File: src/sv/ifse_pkg.sv
package ifse_pkg;

  localparam int unsigned ByteW  = 8;
  localparam int unsigned CfgIdxW = 3;

  typedef logic [ByteW-1:0] byte_t;

  // Configuration register indexes
  typedef enum logic [CfgIdxW-1:0] {
    CFG_FLAG       = 3'd0,
    CFG_ESCAPE     = 3'd1,
    CFG_FLAG_SUB   = 3'd2,
    CFG_ESCAPE_SUB = 3'd3,
    CFG_ADDRESS    = 3'd4,
    CFG_CTRL_EVEN  = 3'd5,
    CFG_CTRL_ODD   = 3'd6
  } cfg_idx_t;

  // Register reset values
  localparam byte_t FlagReset      = 8'd126;
  localparam byte_t EscapeReset    = 8'd125;
  localparam byte_t FlagSubReset   = 8'd94;
  localparam byte_t EscapeSubReset = 8'd93;
  localparam byte_t AddressReset   = 8'd3;
  localparam byte_t CtrlEvenReset  = 8'd0;
  localparam byte_t CtrlOddReset   = 8'd64;

  // Emission phase of the held item
  typedef enum logic [3:0] {
    PH_FLAG,
    PH_ADDR,
    PH_CTRL,
    PH_HCHK,
    PH_DATA,
    PH_DATA2,
    PH_CHK,
    PH_CHK2,
    PH_CLOSE
  } phase_t;

endpackage

File: src/sv/info_frame_byte_stuffing_encoder.sv
// An accepted beat is held in the hold register; its first line byte is then registered
// into the output register before it shows on out_*. Each input beat yields 1 to 9
// line bytes, one per cycle while out_tready allows; the emission sequencer steps through
// the phases of the held item, and the next beat is taken in the cycle its last
// byte is emitted. rst_n (synchronous, active low) closes any open frame, clears the
// check and restores the register defaults.
module info_frame_byte_stuffing_encoder (
  input  logic                        clk,
  input  logic                        rst_n,
  // input channel
  input  logic                        in_tvalid,
  output logic                        in_tready,
  input  logic [7:0]                  in_tdata,   // [7:0] payload_byte
  input  logic                        in_tuser,   // [0] seq_bit
  input  logic                        in_tlast,   // final_byte
  // result channel
  output logic                        out_tvalid,
  input  logic                        out_tready,
  output logic [7:0]                  out_tdata,  // [7:0] line_byte
  output logic                        out_tuser,  // [0] frame_done
  output logic                        out_tlast,  // run_end
  // configuration
  input  logic                        cfg_valid,
  output logic                        cfg_ready,
  input  logic [ifse_pkg::CfgIdxW-1:0] cfg_index,
  input  logic [7:0]                  cfg_data
);

  ifse_pkg::byte_t flag_r, escape_r, flag_sub_r, escape_sub_r;
  ifse_pkg::byte_t address_r, ctrl_even_r, ctrl_odd_r;

  logic            in_frame_r;
  ifse_pkg::byte_t check_acc_r;

  logic            hold_valid_r;
  ifse_pkg::byte_t hold_byte_r;
  logic            hold_seq_r;
  logic            hold_last_r;
  ifse_pkg::byte_t hold_chk_r;
  ifse_pkg::phase_t phase_r, phase_nxt;

  logic            out_valid_r;
  ifse_pkg::byte_t out_byte_r, out_byte_nxt;
  logic            out_done_r, out_done_nxt;
  logic            out_end_r;

  logic            in_acc, emit, fin;
  ifse_pkg::byte_t acc_base, acc_new, ctrl_sel;

  assign cfg_ready = 1'b1;

  // Configuration registers
  always_ff @(posedge clk) begin
    if (!rst_n) begin
      flag_r       <= ifse_pkg::FlagReset;
      escape_r     <= ifse_pkg::EscapeReset;
      flag_sub_r   <= ifse_pkg::FlagSubReset;
      escape_sub_r <= ifse_pkg::EscapeSubReset;
      address_r    <= ifse_pkg::AddressReset;
      ctrl_even_r  <= ifse_pkg::CtrlEvenReset;
      ctrl_odd_r   <= ifse_pkg::CtrlOddReset;
    end else if (cfg_valid && cfg_ready) begin
      unique case (cfg_index)
        ifse_pkg::CFG_FLAG:       flag_r       <= cfg_data;
        ifse_pkg::CFG_ESCAPE:     escape_r     <= cfg_data;
        ifse_pkg::CFG_FLAG_SUB:   flag_sub_r   <= cfg_data;
        ifse_pkg::CFG_ESCAPE_SUB: escape_sub_r <= cfg_data;
        ifse_pkg::CFG_ADDRESS:    address_r    <= cfg_data;
        ifse_pkg::CFG_CTRL_EVEN:  ctrl_even_r  <= cfg_data;
        ifse_pkg::CFG_CTRL_ODD:   ctrl_odd_r   <= cfg_data;
        default: ;
      endcase
    end
  end

  // Handshake control
  assign emit      = hold_valid_r && (!out_valid_r || out_tready);
  assign in_tready = !hold_valid_r || (emit && fin);
  assign in_acc    = in_tvalid && in_tready;

  // Running check of the raw payload
  assign acc_base = in_frame_r ? check_acc_r : '0;
  assign acc_new  = acc_base ^ in_tdata;

  always_ff @(posedge clk) begin
    if (!rst_n) begin
      in_frame_r  <= 1'b0;
      check_acc_r <= '0;
    end else if (in_acc) begin
      in_frame_r  <= !in_tlast;
      check_acc_r <= in_tlast ? '0 : acc_new;
    end
  end

  // Held item and its emission phase
  always_ff @(posedge clk) begin
    if (!rst_n) begin
      hold_valid_r <= 1'b0;
      phase_r      <= ifse_pkg::PH_FLAG;
    end else if (in_acc) begin
      hold_valid_r <= 1'b1;
      phase_r      <= in_frame_r ? ifse_pkg::PH_DATA : ifse_pkg::PH_FLAG;
    end else if (emit) begin
      if (fin) begin
        hold_valid_r <= 1'b0;
      end else begin
        phase_r <= phase_nxt;
      end
    end
  end

  always_ff @(posedge clk) begin
    if (in_acc) begin
      hold_byte_r <= in_tdata;
      hold_seq_r  <= in_tuser;
      hold_last_r <= in_tlast;
      hold_chk_r  <= acc_new;
    end
  end

  // Line byte selection per phase
  assign ctrl_sel = hold_seq_r ? ctrl_odd_r : ctrl_even_r;

  always_comb begin
    out_byte_nxt = flag_r;
    out_done_nxt = 1'b0;
    phase_nxt    = phase_r;
    fin          = 1'b0;
    unique case (phase_r)
      ifse_pkg::PH_FLAG: begin
        out_byte_nxt = flag_r;
        phase_nxt    = ifse_pkg::PH_ADDR;
      end
      ifse_pkg::PH_ADDR: begin
        out_byte_nxt = address_r;
        phase_nxt    = ifse_pkg::PH_CTRL;
      end
      ifse_pkg::PH_CTRL: begin
        out_byte_nxt = ctrl_sel;
        phase_nxt    = ifse_pkg::PH_HCHK;
      end
      ifse_pkg::PH_HCHK: begin
        out_byte_nxt = address_r ^ ctrl_sel;
        phase_nxt    = ifse_pkg::PH_DATA;
      end
      ifse_pkg::PH_DATA: begin
        if (hold_byte_r == flag_r || hold_byte_r == escape_r) begin
          out_byte_nxt = escape_r;
          phase_nxt    = ifse_pkg::PH_DATA2;
        end else begin
          out_byte_nxt = hold_byte_r;
          phase_nxt    = ifse_pkg::PH_CHK;
          fin          = !hold_last_r;
        end
      end
      ifse_pkg::PH_DATA2: begin
        out_byte_nxt = (hold_byte_r == flag_r) ? flag_sub_r : escape_sub_r;
        phase_nxt    = ifse_pkg::PH_CHK;
        fin          = !hold_last_r;
      end
      ifse_pkg::PH_CHK: begin
        if (hold_chk_r == flag_r || hold_chk_r == escape_r) begin
          out_byte_nxt = escape_r;
          phase_nxt    = ifse_pkg::PH_CHK2;
        end else begin
          out_byte_nxt = hold_chk_r;
          phase_nxt    = ifse_pkg::PH_CLOSE;
        end
      end
      ifse_pkg::PH_CHK2: begin
        out_byte_nxt = (hold_chk_r == flag_r) ? flag_sub_r : escape_sub_r;
        phase_nxt    = ifse_pkg::PH_CLOSE;
      end
      ifse_pkg::PH_CLOSE: begin
        out_byte_nxt = flag_r;
        out_done_nxt = 1'b1;
        fin          = 1'b1;
      end
      default: begin
        fin = 1'b1;
      end
    endcase
  end

  // Output register
  always_ff @(posedge clk) begin
    if (!rst_n) begin
      out_valid_r <= 1'b0;
    end else if (emit) begin
      out_valid_r <= 1'b1;
    end else if (out_tready) begin
      out_valid_r <= 1'b0;
    end
  end

  always_ff @(posedge clk) begin
    if (emit) begin
      out_byte_r <= out_byte_nxt;
      out_done_r <= out_done_nxt;
      out_end_r  <= fin;
    end
  end

  assign out_tvalid = out_valid_r;
  assign out_tdata  = out_byte_r;
  assign out_tuser  = out_done_r;
  assign out_tlast  = out_end_r;

  // Closing flag always ends the run of its input beat
  assert property (@(posedge clk) disable iff (!rst_n)
    out_tvalid && out_tuser |-> out_tlast)
    else $error("frame_done without run_end");

  // Check and close phases only for a final payload byte
  assert property (@(posedge clk) disable iff (!rst_n)
    hold_valid_r && (phase_r == ifse_pkg::PH_CHK || phase_r == ifse_pkg::PH_CHK2 ||
                     phase_r == ifse_pkg::PH_CLOSE) |-> hold_last_r)
    else $error("check phase on a non-final byte");

  // An accepted beat is held in the next cycle
  assert property (@(posedge clk) disable iff (!rst_n)
    in_tvalid && in_tready |=> hold_valid_r)
    else $error("accepted beat not held");

  // Frame closes exactly when the final byte is taken
  assert property (@(posedge clk) disable iff (!rst_n)
    in_tvalid && in_tready && in_tlast |=> !in_frame_r && check_acc_r == '0)
    else $error("frame state not cleared after final byte");

endmodule

File: config.mk
export PLATFORM = sky130hd
export DESIGN_NAME = info_frame_byte_stuffing_encoder
export DESIGN_NICKNAME = d
export VERILOG_FILES = /design/src/sv/ifse_pkg.sv /design/src/sv/info_frame_byte_stuffing_encoder.sv
export SDC_FILE = /design/constraint.sdc
export NUM_CORES = 1
export LEC_CHECK = 0
export CAP_MARGIN = 20
export CELL_PAD_IN_SITES_DETAIL_PLACEMENT = 1
export CELL_PAD_IN_SITES_GLOBAL_PLACEMENT = 1
export CORE_MARGIN = 5
export CORE_UTILIZATION = 45
export DETAILED_ROUTE_END_ITERATION = 8
export DONT_BUFFER_PORTS = 1
export GPL_ROUTABILITY_DRIVEN = 0
export PLACE_DENSITY_LB_ADDON = 0.1
export SETUP_SLACK_MARGIN = 0.02
export SYNTH_ARGS = -nofsm -noshare
export SYNTH_HDL_FRONTEND = slang
export SYNTH_SLANG_ARGS = --single-unit
File: constraint.sdc
create_clock -name clk -period 2.95 [get_ports clk]
set_clock_uncertainty 0.1 [all_clocks]
set_input_delay 0.59 -clock clk [delete_from_list [all_inputs] [get_ports clk]]
set_output_delay 0.59 -clock clk [all_outputs]
set_load 0.02 [all_outputs]
==> run_results.csv <==
group,metric,value,unit
status,status,"finished clean",
sta,relSlewSlack,0.408,
critical_path,reg2reg_from,"hold_chk_r[7]",
critical_path,r2r_setup_slack,0.33,ns
placement,postPlaceCellArea,0.00514,mm2
finish,final_cell_mix,"168 x nand2_1, 71 x dfxtp_1, 38 x nor2_1",
critical_path,cp-start-kind,"register",
synth,ys_seq_elements,99,
sta,min_period_over_period,0.934,
worst_hold_path,holdCritStartpoint,"in_tdata[2]",
run,maxCapViolations,0,
synth,syn_inst,577,
sta,tightest_slew,0.887,ns
worst_hold_path,holdPathEnd,"hold_byte_r[2]",
critical_path,arrival,2.07,ns
detailed_routing,drc,0,
sta,drv_slew,0,
synth,avgSynthCellArea,8.69,um2
floorplanning,top_level_ports,39,
grt,first_global_vias,4207,
synth,synth-edff-count,28,
critical_path,cp_top_family,"flip-flops",
placement,placement.io_buffers,0,
synth,yosysSeqAreaShare,0.451,
floorplanning,start_util,0.461,
critical_path,path_depth,7,
critical_path,required,2.26,ns
sta,min_period,2.76,ns
placement,dp_slack,0.369,ns
critical_path,end_kind,"primary output",
pwr,vdd_drop_max,0.284,mV
pwr,p_sw,0.000779,W
pwr,p_per_area,514,mW/mm2
sta,setup_tns,0,ns
detailed_routing,wire_per_inst,20.3,um
clocking,clk_path_buf_depth,2,
clocking,numCtsBuffers,9,
finish,num-fill-cells,1301,
critical_path,cpPeakStageDelay,0.49,ns
grt,grt_use_total,0.231,
synth,syn_nets,603,
finish,antenna_cells,0,
finish,finalNetCount,597,
grt,grt_max_degree,71,
clocking,tritoncts,"done",
clocking,cts_max_level,3,
placement,place_inst,698,
clocking,clkTransAtPathRegs,0.10,ns
critical_path,path_class,"register to primary output",
detailed_routing,firstDrtPassIters,7,
critical_path,crit_buf_inv,1,
finish,stdcell_count,715,
grt,antenna_found_initial,0,
critical_path,path_cells,"xnor2_1 -> nand4_1 -> o22ai_2 -> buf_6 -> nand2b_1 -> a21o_1 -> nand2_1",
clocking,worstSkewPairLatency,0.38,ns
floorplanning,die_x,116,um
floorplanning,core,0.0109,mm2
floorplanning,die_area,0.0134,mm2
detailed_routing,drt_first_iter_violations,225,
finish,syn_to_final_growth,6.56,%
pwr,seq_power_share,0.577,
critical_path,cp_slowest_cell,"edfxtp_1",
grt,grt.overflow.total,0,
floorplanning,dieHeight,116,um
finish,layout_commonest_cell,"nand2_1",
pwr,leakagePower,2.01,nW
worst_hold_path,min_path_cells,0,
finish,drive_above_1_share,0.0783,
critical_path,reg2reg_to,"out_tdata[0]",
sta,post-route-worst-setup-slack,0.194,ns
clocking,cts_sinks,99,
floorplanning,row_count,38,
pwr,share_comb_of_total_power,0.131,
sta,hold_viol_final,0,
critical_path,cp_max_fo,13,
synth,async_flop_share,0,
pwr,p_clk_frac,0.293,
detailed_routing,ant_nets,0,
grt,grt_pass1_wl,23400,um
synth,ys_types,47,
critical_path,rr_worst_depth,7,
sta,rsz0062_at_grt,"false",
finish,final_area,0.00535,mm2
synth,synthFlopType,"dfxtp_1",
sta,setup_viol,0,
detailed_routing,wl,14500,um
sta,fmax,0.363,GHz
detailed_routing,vias,4092,
synth,syn_area,0.00502,mm2
pwr,power.share.switching,0.284,
detailed_routing,viasPerCell,5.72,
synth,ys_warn_count,0,
pwr,p_int,0.00197,W
worst_hold_path,hp-class,"input pin to register",
placement,post-dp-hpwl,10800,um
clocking,cts_root_buffer,"clkbuf_8",
[stage by stage]
step	hold slack [ns]	util	total power (W)
after floorplan	0.331	-	0.00188
after global placement	0.337	0.472	0.00195
after detailed placement	0.344	0.472	0.00197
after CTS	0.170	0.488	0.00278
after global routing	0.175	0.491	0.00288
final	0.198	0.491	0.00275
[registers in the layout, summed over array words and instances (netlist names), 4 cells and up]
register	cells
escape_r	8
ctrl_even_r	8
ctrl_odd_r	8
escape_sub_r	8
check_acc_r	8
address_r	8
hold_chk_r	8
hold_byte_r	8
flag_sub_r	8
phase_r	4
flag_r	8
out_tdata	8
[timing repair]
action / in CTS / in global routing
endpoints found under the setup margin: 1 / 1
pin swaps: 0 / 1
cloned: 0 / 0
buffers inserted: 0 / 2
gates resized for setup: 1 / 3
hold buffers: 0 / 0
[metal layers]
| metal | vias up | global-route usage | part of all wire |
|---|---|---|---|
| met2 | 75 | 0.378 | 0.48 |
| li1 | 1969 | - | - |
| met3 | 23 | 0.0527 | 0.044 |
| met5 | - | 0 | 0 |
| met1 | 2025 | 0.302 | 0.45 |
| met4 | 0 | 0.0814 | 0.019 |
[how the worst max path moves through the flow]
stage	startpoint	end	slack [ns]
after floorplan	hold_seq_r	out_tdata[2]	0.85
after global placement	hold_byte_r[7]	out_tdata[0]	0.36
after detailed placement	hold_byte_r[7]	out_tdata[0]	0.37
after CTS	hold_byte_r[2]	in_tready	0.04
after global routing	hold_byte_r[1]	in_tready	0.04
final	hold_byte_r[1]	in_tready	0.19
[power by group through the flow]
| stage | logic [W] | registers [W] | clock network (W) |
|---|---|---|---|
| 6_report | 0.000360 | 0.00158 | 0.000804 |
| 5_1_grt | 0.000396 | 0.00160 | 0.000889 |
| 4_1_cts | 0.000355 | 0.00158 | 0.000840 |
| 3_5_place_dp | 0.000353 | 0.00161 | 0 |
| 3_3_place_gp | 0.000339 | 0.00161 | 0 |
| 2_1_floorplan | 0.000305 | 0.00157 | 0 |
[worst reg2reg max path: stages (launching register included)]
cell       delay [ns]
edfxtp_1         0.48
xnor2_1          0.17
nand4_1          0.15
o22ai_1          0.12
buf_4            0.19
a22o_2           0.34
a2111oi_0        0.63
o22ai_1          0.16
[synth_stat cells (all sizes together) (2+ instances only)]
cell,count,share of area
nand2,168,0.13
dfxtp,71,0.28
a21boi,40,0.060
xnor2,40,0.070
nor2,39,0.030
nand3,29,0.029
edfxtp,28,0.17
mux2i,24,0.048
clkbuf,18,0.013
buf,12,0.013
o22ai,10,0.014
inv,9,0.0067
a2111oi,8,0.020
a31o,8,0.014
nand2b,8,0.010
nand4,8,0.010
or3b,8,0.014
or3,7,0.0087
nor3,6,0.0060
o21ai,5,0.0050
a31oi,4,0.0050
o211ai,4,0.0060
a21o,3,0.0045
nor2b,3,0.0037
a211oi,2,0.0030
a22o,2,0.0037
and2,2,0.0025
nor4,2,0.0085
[layout make-up]
type | instances | area [um2] | area share
Multi-Input combinational cell | 439 | 2610 | 0.488
Timing Repair Buffer | 13 | 101 | 0.0190
Tap cell | 140 | 175 | 0.0328
Sequential cell | 99 | 2260 | 0.423
Inverter | 9 | 33.8 | 0.00632
Clock inverter | 4 | 23.8 | 0.00445
Clock buffer | 11 | 141 | 0.0265
[cell families after synthesis]
kind of cell | count (synthesis) | share of synthesized area
compound gates | 92 | 0.146
xor+xnor | 40 | 0.0698
buf+inv | 39 | 0.0337
flops | 99 | 0.451
mux | 24 | 0.0479
other cells | 1 | 0.000748
simple gates | 282 | 0.250
Power figures use the tool's default switching activity.
